===== src/sfk_pkg.sv =====
package sfk_pkg;

	localparam int BUFFER_DEPTH = 16;
	localparam int NUM_DIGITS   = 10;
	localparam int DIGIT_W      = 4;
	localparam int CNT_W        = $clog2(BUFFER_DEPTH + 1);
	localparam int IDX_W        = $clog2(BUFFER_DEPTH);
	localparam int BUF_W        = BUFFER_DEPTH * DIGIT_W;
	localparam int QUEUE_DEPTH  = 2;
	localparam int QPTR_W       = $clog2(QUEUE_DEPTH);
	localparam int QCNT_W       = $clog2(QUEUE_DEPTH + 1);
	localparam int PADDR_W      = 4;
	localparam int REG_IDX_W    = 2;

	localparam logic [7:0] ASCII_ZERO   = 8'd48;
	localparam logic [7:0] ASCII_NINE   = 8'd57;
	localparam logic [7:0] ENTER_NOTIFY = 8'd28;

	localparam logic [15:0] HOLD_THRESHOLD_RST = 16'd20;
	localparam logic [7:0]  ENTER_KEY_RST      = 8'd13;

	localparam logic [1:0] ACT_PASS    = 2'd0;
	localparam logic [1:0] ACT_SWALLOW = 2'd1;
	localparam logic [1:0] ACT_INJECT  = 2'd2;
	localparam logic [1:0] ACT_NOTIFY  = 2'd3;

	localparam logic [1:0] EV_KEY_DOWN = 2'd0;
	localparam logic [1:0] EV_KEY_UP   = 2'd1;
	localparam logic [1:0] EV_SYS_DOWN = 2'd2;
	localparam logic [1:0] EV_SYS_UP   = 2'd3;

	localparam logic [REG_IDX_W-1:0] REG_HOLD_THRESHOLD = 2'd0;
	localparam logic [REG_IDX_W-1:0] REG_BYPASS         = 2'd1;
	localparam logic [REG_IDX_W-1:0] REG_NOTIFY_ENABLE  = 2'd2;
	localparam logic [REG_IDX_W-1:0] REG_ENTER_KEY      = 2'd3;

	typedef struct packed {
		logic [7:0]  key_code;
		logic [1:0]  event_kind;
		logic [31:0] time_ms;
	} sfk_event_t;

	typedef struct packed {
		logic [1:0] action;
		logic [7:0] out_key;
		logic [7:0] notify_value;
		logic       last;
	} sfk_result_t;

	typedef struct packed {
		logic [15:0] hold_threshold_ms;
		logic        bypass;
		logic        notify_enable;
		logic [7:0]  enter_key;
	} sfk_cfg_t;

	typedef enum logic [1:0] {
		CMD_PASS,
		CMD_SWALLOW,
		CMD_INJECT_PASS,
		CMD_FLUSH
	} sfk_cmd_kind_t;

	typedef struct packed {
		sfk_cmd_kind_t    kind;
		logic [7:0]       key;
		logic             matched;
		logic             notify;
		logic [CNT_W-1:0] count;
		logic [BUF_W-1:0] digits;
	} sfk_cmd_t;

	typedef enum logic [2:0] {
		BK_START,
		BK_REPLAY,
		BK_NOTIFY,
		BK_NOTE_ENTER,
		BK_INJECT,
		BK_END
	} sfk_back_state_t;

	function automatic logic prefix_match(input logic [DIGIT_W-1:0] a,
			input logic [DIGIT_W-1:0] b);
		return (a == 4'd1 && b inside {[4'd0:4'd5]}) ||
			(a == 4'd2 && b inside {[4'd5:4'd9]}) ||
			(a == 4'd3 && b == 4'd0);
	endfunction

endpackage


===== src/sfk_front.sv =====
module sfk_front (
	input  logic              clk,
	input  logic              arst_n,
	input  sfk_pkg::sfk_cfg_t   cfg,
	input  logic              evt_valid,
	output logic              evt_ready,
	input  sfk_pkg::sfk_event_t evt,
	input  logic              q_full,
	output logic              q_push,
	output sfk_pkg::sfk_cmd_t   q_cmd
);
	import sfk_pkg::*;

	logic                 held_q [NUM_DIGITS];
	logic [31:0]          press_q [NUM_DIGITS];
	logic [DIGIT_W-1:0]   buf_q [BUFFER_DEPTH];
	logic [CNT_W-1:0]     count_q;

	logic                 accept;
	logic                 is_digit;
	logic                 is_press;
	logic [7:0]           key_off;
	logic [DIGIT_W-1:0]   digit;
	logic [31:0]          hold;
	logic                 short_hold;
	logic [BUF_W-1:0]     digits;
	logic                 clr_count;
	logic                 do_press;
	logic                 do_release;
	logic                 do_store;

	assign evt_ready = !q_full;
	assign accept    = evt_valid && !q_full;
	assign q_push    = accept;

	assign is_digit   = evt.key_code >= ASCII_ZERO && evt.key_code <= ASCII_NINE;
	assign is_press   = evt.event_kind == EV_KEY_DOWN || evt.event_kind == EV_SYS_DOWN;
	assign key_off    = evt.key_code - ASCII_ZERO;
	assign digit      = key_off[DIGIT_W-1:0];
	assign hold       = evt.time_ms - press_q[digit];
	assign short_hold = hold < {16'd0, cfg.hold_threshold_ms};

	always_comb begin
		for (int i = 0; i < BUFFER_DEPTH; i++) begin
			digits[i*DIGIT_W +: DIGIT_W] = buf_q[i];
		end
	end

	always_comb begin
		q_cmd.kind    = CMD_PASS;
		q_cmd.key     = evt.key_code;
		q_cmd.matched = count_q >= CNT_W'(2) && prefix_match(buf_q[0], buf_q[1]);
		q_cmd.notify  = cfg.notify_enable;
		q_cmd.count   = count_q;
		q_cmd.digits  = digits;
		clr_count     = 1'b0;
		do_press      = 1'b0;
		do_release    = 1'b0;
		do_store      = 1'b0;
		if (cfg.bypass) begin
			q_cmd.kind = CMD_PASS;
		end else if (evt.key_code == cfg.enter_key) begin
			if (count_q != '0) begin
				q_cmd.kind = CMD_FLUSH;
				clr_count  = 1'b1;
			end
		end else if (!is_digit) begin
			clr_count = 1'b1;
		end else if (is_press) begin
			q_cmd.kind = CMD_SWALLOW;
			do_press   = !held_q[digit];
		end else begin
			do_release = 1'b1;
			if (short_hold) begin
				do_store = count_q < CNT_W'(BUFFER_DEPTH);
			end else begin
				q_cmd.kind = CMD_INJECT_PASS;
			end
		end
	end

	always_ff @(posedge clk or negedge arst_n) begin
		if (!arst_n) begin
			count_q <= '0;
			for (int i = 0; i < NUM_DIGITS; i++) begin
				held_q[i]  <= 1'b0;
				press_q[i] <= '0;
			end
		end else if (accept) begin
			if (clr_count) begin
				count_q <= '0;
			end else if (do_store) begin
				count_q <= count_q + CNT_W'(1);
			end
			if (do_press) begin
				held_q[digit]  <= 1'b1;
				press_q[digit] <= evt.time_ms;
			end
			if (do_release) begin
				held_q[digit] <= 1'b0;
			end
		end
	end

	always_ff @(posedge clk) begin
		if (accept && do_store) begin
			buf_q[count_q[IDX_W-1:0]] <= digit;
		end
	end

endmodule


===== src/sfk_queue.sv =====
module sfk_queue (
	input  logic            clk,
	input  logic            arst_n,
	input  logic            push,
	input  sfk_pkg::sfk_cmd_t cmd_in,
	output logic            full,
	input  logic            pop,
	output sfk_pkg::sfk_cmd_t head,
	output logic            valid
);
	import sfk_pkg::*;

	sfk_cmd_t            entries [QUEUE_DEPTH];
	logic [QPTR_W-1:0]   wr_ptr_q;
	logic [QPTR_W-1:0]   rd_ptr_q;
	logic [QCNT_W-1:0]   fill_q;
	logic                do_push;
	logic                do_pop;

	assign full    = fill_q == QCNT_W'(QUEUE_DEPTH);
	assign valid   = fill_q != '0;
	assign head    = entries[rd_ptr_q];
	assign do_push = push && !full;
	assign do_pop  = pop && valid;

	always_ff @(posedge clk or negedge arst_n) begin
		if (!arst_n) begin
			wr_ptr_q <= '0;
			rd_ptr_q <= '0;
			fill_q   <= '0;
		end else begin
			if (do_push) begin
				wr_ptr_q <= (wr_ptr_q == QPTR_W'(QUEUE_DEPTH - 1)) ? '0 : wr_ptr_q + QPTR_W'(1);
			end
			if (do_pop) begin
				rd_ptr_q <= (rd_ptr_q == QPTR_W'(QUEUE_DEPTH - 1)) ? '0 : rd_ptr_q + QPTR_W'(1);
			end
			if (do_push && !do_pop) begin
				fill_q <= fill_q + QCNT_W'(1);
			end else if (do_pop && !do_push) begin
				fill_q <= fill_q - QCNT_W'(1);
			end
		end
	end

	always_ff @(posedge clk) begin
		if (do_push) begin
			entries[wr_ptr_q] <= cmd_in;
		end
	end

endmodule


===== src/sfk_back.sv =====
module sfk_back (
	input  logic               clk,
	input  logic               arst_n,
	input  logic               cmd_valid,
	input  sfk_pkg::sfk_cmd_t    cmd,
	output logic               cmd_pop,
	output logic               res_valid,
	input  logic               res_ready,
	output sfk_pkg::sfk_result_t res
);
	import sfk_pkg::*;

	sfk_back_state_t     state_q;
	sfk_back_state_t     state_d;
	logic [CNT_W-1:0]    idx_q;
	logic [CNT_W-1:0]    idx_d;
	logic                res_valid_q;
	sfk_result_t         res_q;
	sfk_result_t         res_d;
	logic                emit;
	logic                step;
	logic                idx_last;
	logic [DIGIT_W-1:0]  digit_cur;
	logic [7:0]          digit_key;

	assign step      = cmd_valid && (!res_valid_q || res_ready);
	assign idx_last  = CNT_W'(idx_q + CNT_W'(1)) == cmd.count;
	assign digit_cur = cmd.digits[idx_q[IDX_W-1:0]*DIGIT_W +: DIGIT_W];
	assign digit_key = ASCII_ZERO + {4'd0, digit_cur};
	assign res_valid = res_valid_q;
	assign res       = res_q;

	always_comb begin
		state_d = state_q;
		idx_d   = idx_q;
		emit    = 1'b0;
		cmd_pop = 1'b0;
		res_d   = '0;
		if (step) begin
			case (state_q)
				BK_START: begin
					case (cmd.kind)
						CMD_PASS: begin
							emit         = 1'b1;
							res_d.action = ACT_PASS;
							res_d.last   = 1'b1;
							cmd_pop      = 1'b1;
						end
						CMD_SWALLOW: begin
							emit         = 1'b1;
							res_d.action = ACT_SWALLOW;
							res_d.last   = 1'b1;
							cmd_pop      = 1'b1;
						end
						CMD_INJECT_PASS: begin
							state_d = BK_INJECT;
						end
						CMD_FLUSH: begin
							idx_d = '0;
							if (!cmd.matched) begin
								state_d = BK_REPLAY;
							end else if (cmd.notify) begin
								state_d = BK_NOTIFY;
							end else begin
								state_d = BK_END;
							end
						end
						default: state_d = BK_START;
					endcase
				end
				BK_REPLAY: begin
					emit          = 1'b1;
					res_d.action  = ACT_INJECT;
					res_d.out_key = digit_key;
					if (idx_last) begin
						idx_d   = '0;
						state_d = cmd.notify ? BK_NOTIFY : BK_INJECT;
					end else begin
						idx_d = idx_q + CNT_W'(1);
					end
				end
				BK_NOTIFY: begin
					emit               = 1'b1;
					res_d.action       = ACT_NOTIFY;
					res_d.out_key      = digit_key;
					res_d.notify_value = {4'd0, digit_cur};
					if (idx_last) begin
						idx_d   = '0;
						state_d = BK_NOTE_ENTER;
					end else begin
						idx_d = idx_q + CNT_W'(1);
					end
				end
				BK_NOTE_ENTER: begin
					emit               = 1'b1;
					res_d.action       = ACT_NOTIFY;
					res_d.out_key      = ENTER_NOTIFY;
					res_d.notify_value = ENTER_NOTIFY;
					state_d            = cmd.matched ? BK_END : BK_INJECT;
				end
				BK_INJECT: begin
					emit          = 1'b1;
					res_d.action  = ACT_INJECT;
					res_d.out_key = cmd.key;
					state_d       = BK_END;
				end
				BK_END: begin
					emit         = 1'b1;
					res_d.action = (cmd.kind == CMD_FLUSH) ? ACT_SWALLOW : ACT_PASS;
					res_d.last   = 1'b1;
					cmd_pop      = 1'b1;
					state_d      = BK_START;
				end
				default: state_d = BK_START;
			endcase
		end
	end

	always_ff @(posedge clk or negedge arst_n) begin
		if (!arst_n) begin
			state_q     <= BK_START;
			idx_q       <= '0;
			res_valid_q <= 1'b0;
		end else begin
			state_q <= state_d;
			idx_q   <= idx_d;
			if (emit) begin
				res_valid_q <= 1'b1;
			end else if (res_ready) begin
				res_valid_q <= 1'b0;
			end
		end
	end

	always_ff @(posedge clk) begin
		if (emit) begin
			res_q <= res_d;
		end
	end

endmodule


===== src/scanner_keystroke_filter_unit.sv =====
// Scanner keystroke filter. Key events enter on evt; the front end classifies each one in
// the cycle it is taken, updates the per-digit press times and the digit buffer, and posts
// a command into a two-entry queue, so it takes one event per cycle while the queue has room.
// The back end turns each command into results on res from its output register, stalling
// while res_ready is low, and pops the command only with its last result: a plain pass or
// swallow gives a single result, an injected long press an inject and then a pass, and an
// Enter flush of up to 16 buffered digits a sequence in which the sequencer emits, as the
// match and notify enable require, the replayed digits, digit notifications, Enter
// notification, injected Enter and final swallow one after another. The buffer is copied
// into the flush command, so events after an Enter are classified while the flush is still
// being sent. Registers sit on the APB port at byte addresses 0 (hold threshold), 4 (bypass),
// 8 (notify enable) and 12 (Enter key code); write them only while the block is idle. No clearing pass after reset.
module scanner_keystroke_filter_unit (
	input  logic                          clk,
	input  logic                          arst_n,
	input  logic                          psel,
	input  logic                          penable,
	input  logic                          pwrite,
	input  logic [sfk_pkg::PADDR_W-1:0]   paddr,
	input  logic [31:0]                   pwdata,
	output logic [31:0]                   prdata,
	output logic                          pready,
	input  logic                          evt_valid,
	output logic                          evt_ready,
	input  sfk_pkg::sfk_event_t           evt,
	output logic                          res_valid,
	input  logic                          res_ready,
	output sfk_pkg::sfk_result_t          res
);
	import sfk_pkg::*;

	sfk_cfg_t              cfg_q;
	logic                  cfg_wr;
	logic [REG_IDX_W-1:0]  reg_idx;
	logic                  q_full;
	logic                  q_push;
	sfk_cmd_t              q_cmd;
	logic                  q_valid;
	logic                  q_pop;
	sfk_cmd_t              q_head;

	assign pready  = 1'b1;
	assign reg_idx = paddr[PADDR_W-1:2];
	assign cfg_wr  = psel && penable && pwrite && pready;

	always_ff @(posedge clk or negedge arst_n) begin
		if (!arst_n) begin
			cfg_q.hold_threshold_ms <= HOLD_THRESHOLD_RST;
			cfg_q.bypass            <= 1'b0;
			cfg_q.notify_enable     <= 1'b0;
			cfg_q.enter_key         <= ENTER_KEY_RST;
		end else if (cfg_wr) begin
			case (reg_idx)
				REG_HOLD_THRESHOLD: cfg_q.hold_threshold_ms <= pwdata[15:0];
				REG_BYPASS:         cfg_q.bypass            <= pwdata[0];
				REG_NOTIFY_ENABLE:  cfg_q.notify_enable     <= pwdata[0];
				REG_ENTER_KEY:      cfg_q.enter_key         <= pwdata[7:0];
				default: ;
			endcase
		end
	end

	always_comb begin
		case (reg_idx)
			REG_HOLD_THRESHOLD: prdata = {16'd0, cfg_q.hold_threshold_ms};
			REG_BYPASS:         prdata = {31'd0, cfg_q.bypass};
			REG_NOTIFY_ENABLE:  prdata = {31'd0, cfg_q.notify_enable};
			REG_ENTER_KEY:      prdata = {24'd0, cfg_q.enter_key};
			default:            prdata = '0;
		endcase
	end

	sfk_front u_front (
		.clk       (clk),
		.arst_n    (arst_n),
		.cfg       (cfg_q),
		.evt_valid (evt_valid),
		.evt_ready (evt_ready),
		.evt       (evt),
		.q_full    (q_full),
		.q_push    (q_push),
		.q_cmd     (q_cmd)
	);

	sfk_queue u_queue (
		.clk    (clk),
		.arst_n (arst_n),
		.push   (q_push),
		.cmd_in (q_cmd),
		.full   (q_full),
		.pop    (q_pop),
		.head   (q_head),
		.valid  (q_valid)
	);

	sfk_back u_back (
		.clk       (clk),
		.arst_n    (arst_n),
		.cmd_valid (q_valid),
		.cmd       (q_head),
		.cmd_pop   (q_pop),
		.res_valid (res_valid),
		.res_ready (res_ready),
		.res       (res)
	);

endmodule


===== config.mk =====
export PLATFORM = sky130hd
export DESIGN_NAME = scanner_keystroke_filter_unit
export DESIGN_NICKNAME = d
export VERILOG_FILES = /design/src/sfk_pkg.sv /design/src/sfk_front.sv /design/src/sfk_queue.sv /design/src/sfk_back.sv /design/src/scanner_keystroke_filter_unit.sv
export SDC_FILE = /design/constraint.sdc
export NUM_CORES = 1
export LEC_CHECK = 0
export ABC_AREA = 1
export BUFFER_PORTS_ARGS = -buffer_cell sky130_fd_sc_hd__buf_2
export CORE_MARGIN = 3
export CORE_UTILIZATION = 40
export CTS_CLUSTER_DIAMETER = 150
export DETAILED_ROUTE_END_ITERATION = 8
export HOLD_SLACK_MARGIN = 0.02
export SETUP_SLACK_MARGIN = 0.2
export SLEW_MARGIN = 20
export SYNTH_ARGS = -nofsm -noshare
export SYNTH_HDL_FRONTEND = slang
export SYNTH_SLANG_ARGS = --single-unit

===== constraint.sdc =====
create_clock -name clk -period 5.9 [get_ports clk]
set_input_delay 0.295 -clock clk [delete_from_list [all_inputs] [get_ports clk]]
set_output_delay 0.295 -clock clk [all_outputs]
set_load 0.005 [all_outputs]

### Word level (Yosys, flattened, before mapping)

Memories as Yosys holds them, arrays and structs flattened.
Index checks and enable logic that the tools add are counted.

* bits in registers: 393
* bits in writable memories: 226
* input port bits: 85
* output and inout bits: 54
* memories: 2

Memories
* u_queue.entries: words 2, width 81, rd ports 1, clocked after memory_dff 0, write ports 1, RTL line sfk_queue.sv:13 `sfk_cmd_t entries [QUEUE_DEPTH];`
* u_front.buf_q: words 16, width 4, rd ports 16, clocked after memory_dff 0, write ports 1, RTL line sfk_front.sv:16 `logic [DIGIT_W-1:0] buf_q [BUFFER_DEPTH];`

* add/subtract/negate cells: 9
* magnitude comparators: 11
* equality and inequality tests: 22
* shift operators: 1
* muxes and demuxes: 71
* bitwise gates (word level): 4
* reduce and logical (&&, ||, !) cells: 50

Operators by type and width (count)
* bitwise mux 320 bit: 1
* binary-select mux 32 bit (select 4 bit): 1
* demux 32 bit (select 4 bit): 1
* case mux 32 bit (4 select lines): 1
* two-way mux 32 bit: 3
* indexed part select 64 x 7 -> 4 bit: 1
* two-way mux 1 bit: 34
* < comparator 32 x 16 -> 1 bit: 1
* subtractor 32 bit: 1
* two-way mux 10 bit: 3
* case mux 8 bit (3 select lines): 1
* two-way mux 5 bit: 4
* case mux 5 bit (2 select lines): 2
* logical AND 1 bit: 17
* two-way mux 2 bit: 8
* two-way mux 3 bit: 5
* case mux 3 bit (5 select lines): 1
* equality test 2 bit, second input constant: 6
* AND reduction 2 bit: 6
* adder 5 x 1 -> 5 bit, second input constant: 2
* bitwise AND 10 bit: 1
* inverter 10 bit: 1
* bitwise OR 10 bit: 1
* nonzero test 2 bit: 5
* 41 further kinds: 61

### Logic depth before layout (Yosys ltp)

* depth in word-level cells: 15
* depth in mapped cells: 32
* depth with buffers taken out: 31

### Modules after synthesis

Synthesis repeated with hierarchy kept, for this count alone.

* cell total of the unflattened synthesis: 3250
* area total of the unflattened synthesis: 29221.8 µm²

Modules (own cells, without submodules)
* sfk_front: instances 1, cells an instance 2307, area each 19638.8 µm², seq. area each 10304.9 µm²
* sfk_queue: instances 1, cells an instance 454, area each 6155.9 µm², seq. area each 4964.8 µm²
* sfk_back: instances 1, cells an instance 304, area each 2028.2 µm², seq. area each 705.7 µm²
* scanner_keystroke_filter_unit: instances 1, cells an instance 185, area each 1398.8 µm², seq. area each 656.9 µm²

### Worst setup path before layout

No wires, ideal clock.

* path type: reg-to-reg
* from: register u_queue.fill_q[0]
* to: memory u_queue.entries[1][0] (netlist name) (enable)
* setup time: 0.523 ns
* data arrival time: 4.119 ns
* required time: 5.377 ns
* setup slack: 1.258 ns
* cell stages (with the launch flop): 5
* period minus slack after synthesis: 4.642 ns
* cell sequence: dfrtp_1 -> inv_1 -> nand2_1 -> nand2_1 -> nor2_1

* word-level cells in the longest chain between the ends: 6

RTL lines
* start: declaration: RTL line sfk_queue.sv:16 `logic [QCNT_W-1:0] fill_q;`
* start signal: assignment: RTL line sfk_queue.sv:39 `fill_q <= fill_q + QCNT_W'(1);`
* start signal: assignment: RTL line sfk_queue.sv:41 `fill_q <= fill_q - QCNT_W'(1);`
* equality test 2 bit *: RTL line sfk_queue.sv:20 `assign full = fill_q == QCNT_W'(QUEUE_DEPTH);`
* logical NOT 1 bit *
* net evt_ready: RTL line scanner_keystroke_filter_unit.sv:24 `output logic evt_ready,`
* logical AND 1 bit: RTL line sfk_front.sv:33 `assign accept = evt_valid && !q_full;`
* logical AND 1 bit *: RTL line sfk_queue.sv:23 `assign do_push = push && !full;`
* two-way mux 1 bit *: RTL line sfk_queue.sv:47 `if (do_push) begin`
* two-way mux 1 bit (not written as such) *: RTL line sfk_queue.sv:48 `entries[wr_ptr_q] <= cmd_in;`
* end: declaration: RTL line sfk_queue.sv:13

Mark *: on every way through the listed nets, which the timed path passes. The rest lies on a longest branch.

### Worst setup path after layout

* from: input port evt[34] (netlist name)
* to: memory u_front.buf_q[15][2] (enable)

* word-level cells in the longest chain between the ends: 15
* elaborated cells on any way between the ends: 19
* classes of those cells: add/sub: 2; order compare: 3; eq/ne: 1; mux: 10; bitwise: 1; reduce/logical: 2

RTL lines
* start: declaration: RTL line scanner_keystroke_filter_unit.sv:25 `input sfk_pkg::sfk_event_t evt,`
* subtractor 4 x 1 -> 4 bit: RTL line sfk_front.sv:38 `assign key_off = evt.key_code - ASCII_ZERO;`
* inverter 4 -> 5 bit (not written as such): RTL line sfk_front.sv:40 `assign hold = evt.time_ms - press_q[digit];`
* binary-select mux 32 bit (select 4 bit): RTL line sfk_front.sv:40
* two-way mux 32 bit (not written as such) (2 in series): RTL line sfk_front.sv:40
* subtractor 32 bit: RTL line sfk_front.sv:40
* < comparator 32 x 16 -> 1 bit: RTL line sfk_front.sv:41 `assign short_hold = hold < {16'd0, cfg.hold_threshold_ms};`
* two-way mux 1 bit: RTL line sfk_front.sv:74 `if (short_hold) begin`
* two-way mux 1 bit: RTL line sfk_front.sv:69 `end else if (is_press) begin`
* two-way mux 1 bit: RTL line sfk_front.sv:67 `end else if (!is_digit) begin`
* two-way mux 1 bit *: RTL line sfk_front.sv:62 `end else if (evt.key_code == cfg.enter_key) begin`
* two-way mux 1 bit *: RTL line sfk_front.sv:60 `if (cfg.bypass) begin`
* logical AND 1 bit *: RTL line sfk_front.sv:106 `if (accept && do_store) begin`
* two-way mux 1 bit *: RTL line sfk_front.sv:106
* two-way mux 1 bit (not written as such) *: RTL line sfk_front.sv:107 `buf_q[count_q[IDX_W-1:0]] <= digit;`
* end: declaration: RTL line sfk_front.sv:16

Every way passes the cells marked *; elsewhere a longest branch is shown, timed or not. The select of a mux whose other input is x is not followed.

==> flow_summary_export.csv <==
group,metric,value,unit
status,status,"completed",
floorplan,num_rows,98,
synth,yosysWarnings,0,
cts,clock_path_buffers,3,
setup_path,crit_type,"in2reg",
setup_path,crit_slowest_cell,"nor2_1",
setup_path,required,6.15,ns
setup_path,path_max_fanout,41,
synth,ys_types,54,
setup_path,crit_buf_inv,4,
timing,period_minus_slack,4.90,ns
pwr,p_leak,14.7,nW
final_layout,fin_cells,4328,
final_layout,syn2layout_area_growth,13.9,%
setup_path,cp_slowest_stage_delay,0.46,ns
pwr,power_density,346,nW/um^2
cts,tritoncts,"done",
grt,grt_max_degree,146,
drt,viasPerCell,5.15,
final_layout,multi_input_area,10100,um^2
flow_run,maxCapViolCount,0,
drt,firstDrtPassIters,6,
final_layout,num-fill-cells,6903,
timing,period_share,83.0,%
cts,clk_latency,0.61,ns
grt,grt_pass1_wl,123,mm
timing,hold_viol_final,0,
grt,antenna_found_initial,3,
final_layout,antenna_cells,0,
floorplan,dieHeight,276,um
hold_path,hold_path_class,"in2reg",
placed_design,place_congestion,0.918,
timing,finalClockSkew,0.0214,ns
floorplan,die_area,76300,um^2
placed_design,portBuffers,99,
pwr,fin_total_pwr,0.0115,W
setup_path,crit_arrival,5.15,ns
cts,ctsResizeCount,0,
drt,wl_per_cell,18.1,um
setup_path,cp_top_family,"simple AND/OR/NAND/NOR gates",
synth,synth_enable_flop_cells,242,
cts,clk_pin_slew,0.07,ns
floorplan,chipWidth,276,um
setup_path,startpoint_type,"input port",
drt,first_iter_violations,1882,
timing,finalSetupTns,0,ns
final_layout,nets,3471,
final_layout,drive_above_1_share,10.4,%
drt,wl,78.3,mm
cts,cts_sinks,616,
timing,setup_viol,0,
synth,postSynthCellCount,3198,
floorplan,core_area,72000,um^2
cts,htree_levels,3,
synth,yosysSeqAreaShare,56.9,%
synth,syn-cell-area,29200,um^2
cts,cts-root-buf,"clkbuf_16",
synth,ys_ff_latch,616,
timing,rsz0062_at_grt,"no",
placed_design,dp.cells,4164,
floorplan,pin_count,139,
placed_design,dp_hpwl,50.6,mm
setup_path,path_common_cell,"nand2_1",
grt,grt_usage,20.3,%
floorplan,initial_core_util,40.6,%
pwr,vdd_drop_max,0.000299,V
synth,syn_avg_cell_area,9.14,um^2
setup_path,cp-end-kind,"flop",
drt,route.antenna.remaining_nets,0,
grt,grt_overflow_total,0,
synth,ys.flop_type,"dfrtp_1",
timing,slew_headroom,26.0,%
final_layout,seq_area,16600,um^2
timing,timing.fmax,0.204,GHz
drt,vias,22300,
cts,numCtsBuffers,68,
timing,slew_violations,0,
grt,grt_pass1_vias,21400,
synth,async_reset_ff_share,60.7,%
timing,worstMarginPinSlew,1.11,ns
drt,drc_errors,0,
[final timing paths]
| kind | start | endpoint | slack, ns | depth (start not counted) |
|---|---|---|---|---|
| max reg2reg | u_front.press_q[66] | u_front.buf_q[15][2] | 1.10 | 24 |
| max in group asynchronous | arst_n | u_front.press_q[223] | 4.25 | 3 |
| min in group asynchronous | arst_n | u_front.press_q[170] | 0.32 | 2 |
| min | evt[24] | u_front.press_q[152] | 0.04 | 3 |
| max | evt[34] | u_front.buf_q[15][2] | 1.00 | 28 |
| min reg2reg | u_front.buf_q[2][0] | u_queue.entries[1][8] | 0.44 | 0 |
[cell usage after synthesis (all sizes together), types with 2 or more instances]
cell type  number  area [um^2]
dfstp           5          131
nor3           28          175
nand2         754         2900
a211oi         32          240
xor2           21          184
buf            84          549
o2111ai         2         17.5
and2            4         27.5
inv           457         1720
nand3b          3         22.5
a31oi           8         50.1
o22ai          26          163
nor4            4         40.0
conb            2         7.51
and3            3         18.8
o211ai         12         90.1
nand3          66          348
dfrtp         369         9230
nand4          16          100
or2             9         56.3
o221ai         47          412
edfxtp        242         7270
o21ai         468         2340
nor2          204          813
ha             54          676
mux2i           7         70.1
a22oi          95          713
a21oi          85          425
clkbuf         73          282
o21a            4         30.0
xnor2           6         52.6
clkinv          3         11.3
[tightest hold or removal path, delay by kind of cell]
| kind | cells | cell delay, ns |
|---|---|---|
| compound gates | 1 | 0.11 |
| buf+inv | 2 | 0.21 |
[metrics by stage]
step | utilization (%) | setup slack [ns] | hold slack [ns] | instance area [um^2]
6_report | 46.2 | 1.00 | 0.0449 | 33300
4_1_cts | 46.2 | 1.04 | 0.0211 | 33300
2_1_floorplan | - | 1.26 | -0.000591 | 29300
3_3_place_gp | 42.6 | 0.406 | 0.396 | 30700
5_1_grt | 46.2 | 0.645 | 0.0337 | 33300
3_5_place_dp | 42.6 | 0.418 | 0.397 | 30700
[cells in the final DEF (no fill, tap or decap), types with 9 or more instances in the layout]
| cell type | count |
|---|---|
| a211oi_1 | 32 |
| a21oi_1 | 85 |
| a22oi_1 | 95 |
| buf_2 | 98 |
| buf_4 | 50 |
| clkbuf_1 | 15 |
| clkbuf_16 | 68 |
| clkinv_2 | 12 |
| conb_1 | 20 |
| dfrtp_1 | 368 |
| dlygate4sd3_1 | 47 |
| edfxtp_1 | 242 |
| ha_1 | 54 |
| inv_1 | 415 |
| inv_2 | 42 |
| nand2_1 | 734 |
| nand2_2 | 16 |
| nand3_1 | 64 |
| nand4_1 | 16 |
| nor2_1 | 192 |
| nor2_4 | 9 |
| nor3_1 | 21 |
| o211ai_1 | 12 |
| o21ai_0 | 413 |
| o21ai_1 | 55 |
| o221ai_1 | 47 |
| o22ai_1 | 26 |
| xor2_1 | 21 |
[what timing repair did]
action | 4_1_cts | 5_1_grt
hold buffers | 47 | 0
hold endpoints to repair | 191 | 0
buffers inserted | 0 | 0
[cell families (layout without fill, tap and decap cells)]
kind of cell	after synthesis	after routing	share of synthesized area (%)
AOI/OAI and AO/OA	783	783	15.5
xor gates and xnor gates	27	27	0.809
adders and majority gates	55	55	2.38
buffers and inverters	617	779	8.75
DFF	616	616	56.9
muxes	7	7	0.240
other	2	20	0.0257
and+or+nand+nor	1091	1091	15.4
[flip-flops by register name, indices dropped and copies added (netlist names), named ones only]
register / cells
u_queue.entries: 162
u_back.res_valid: 1
u_front.held_q: 8
u_queue.rd_ptr_q: 1
cfg_q: 26
u_back.res: 16
u_front.buf_q: 64
u_front.press_q: 320
u_queue.wr_ptr_q: 1
u_back.idx_q: 5
u_front.count_q: 5
u_queue.fill_q: 2
u_back.state_q: 3
[cell type report]
cell class / count / area share [%]
clock buffers: 89 / 5.53
clock inverters: 28 / 0.876
inverters: 460 / 5.19
multi-input cells: 1983 / 30.4
flip-flops and latches: 616 / 50.0
well taps: 950 / 3.57
repair buffers: 202 / 4.42
[layer usage]
| metal | up-vias | track usage [%] | part of all wire, % |
|---|---|---|---|
| li1 | 10800 | - | - |
| met1 | 10700 | 28.5 | 46 |
| met2 | 576 | 33.3 | 46 |
| met3 | 110 | 2.99 | 5.4 |
| met4 | 2 | 4.66 | 1.9 |
| met5 | - | 0 | 0.0089 |
[report_power, final]
group	switching, W	leakage [nW]	internal [W]
Sequential	0.000154	6.88	0.00495
Clock	0.00175	1.05	0.00235
Combinational	0.00162	6.82	0.000690
No activity file was read; power rests on OpenSTA's default activity.
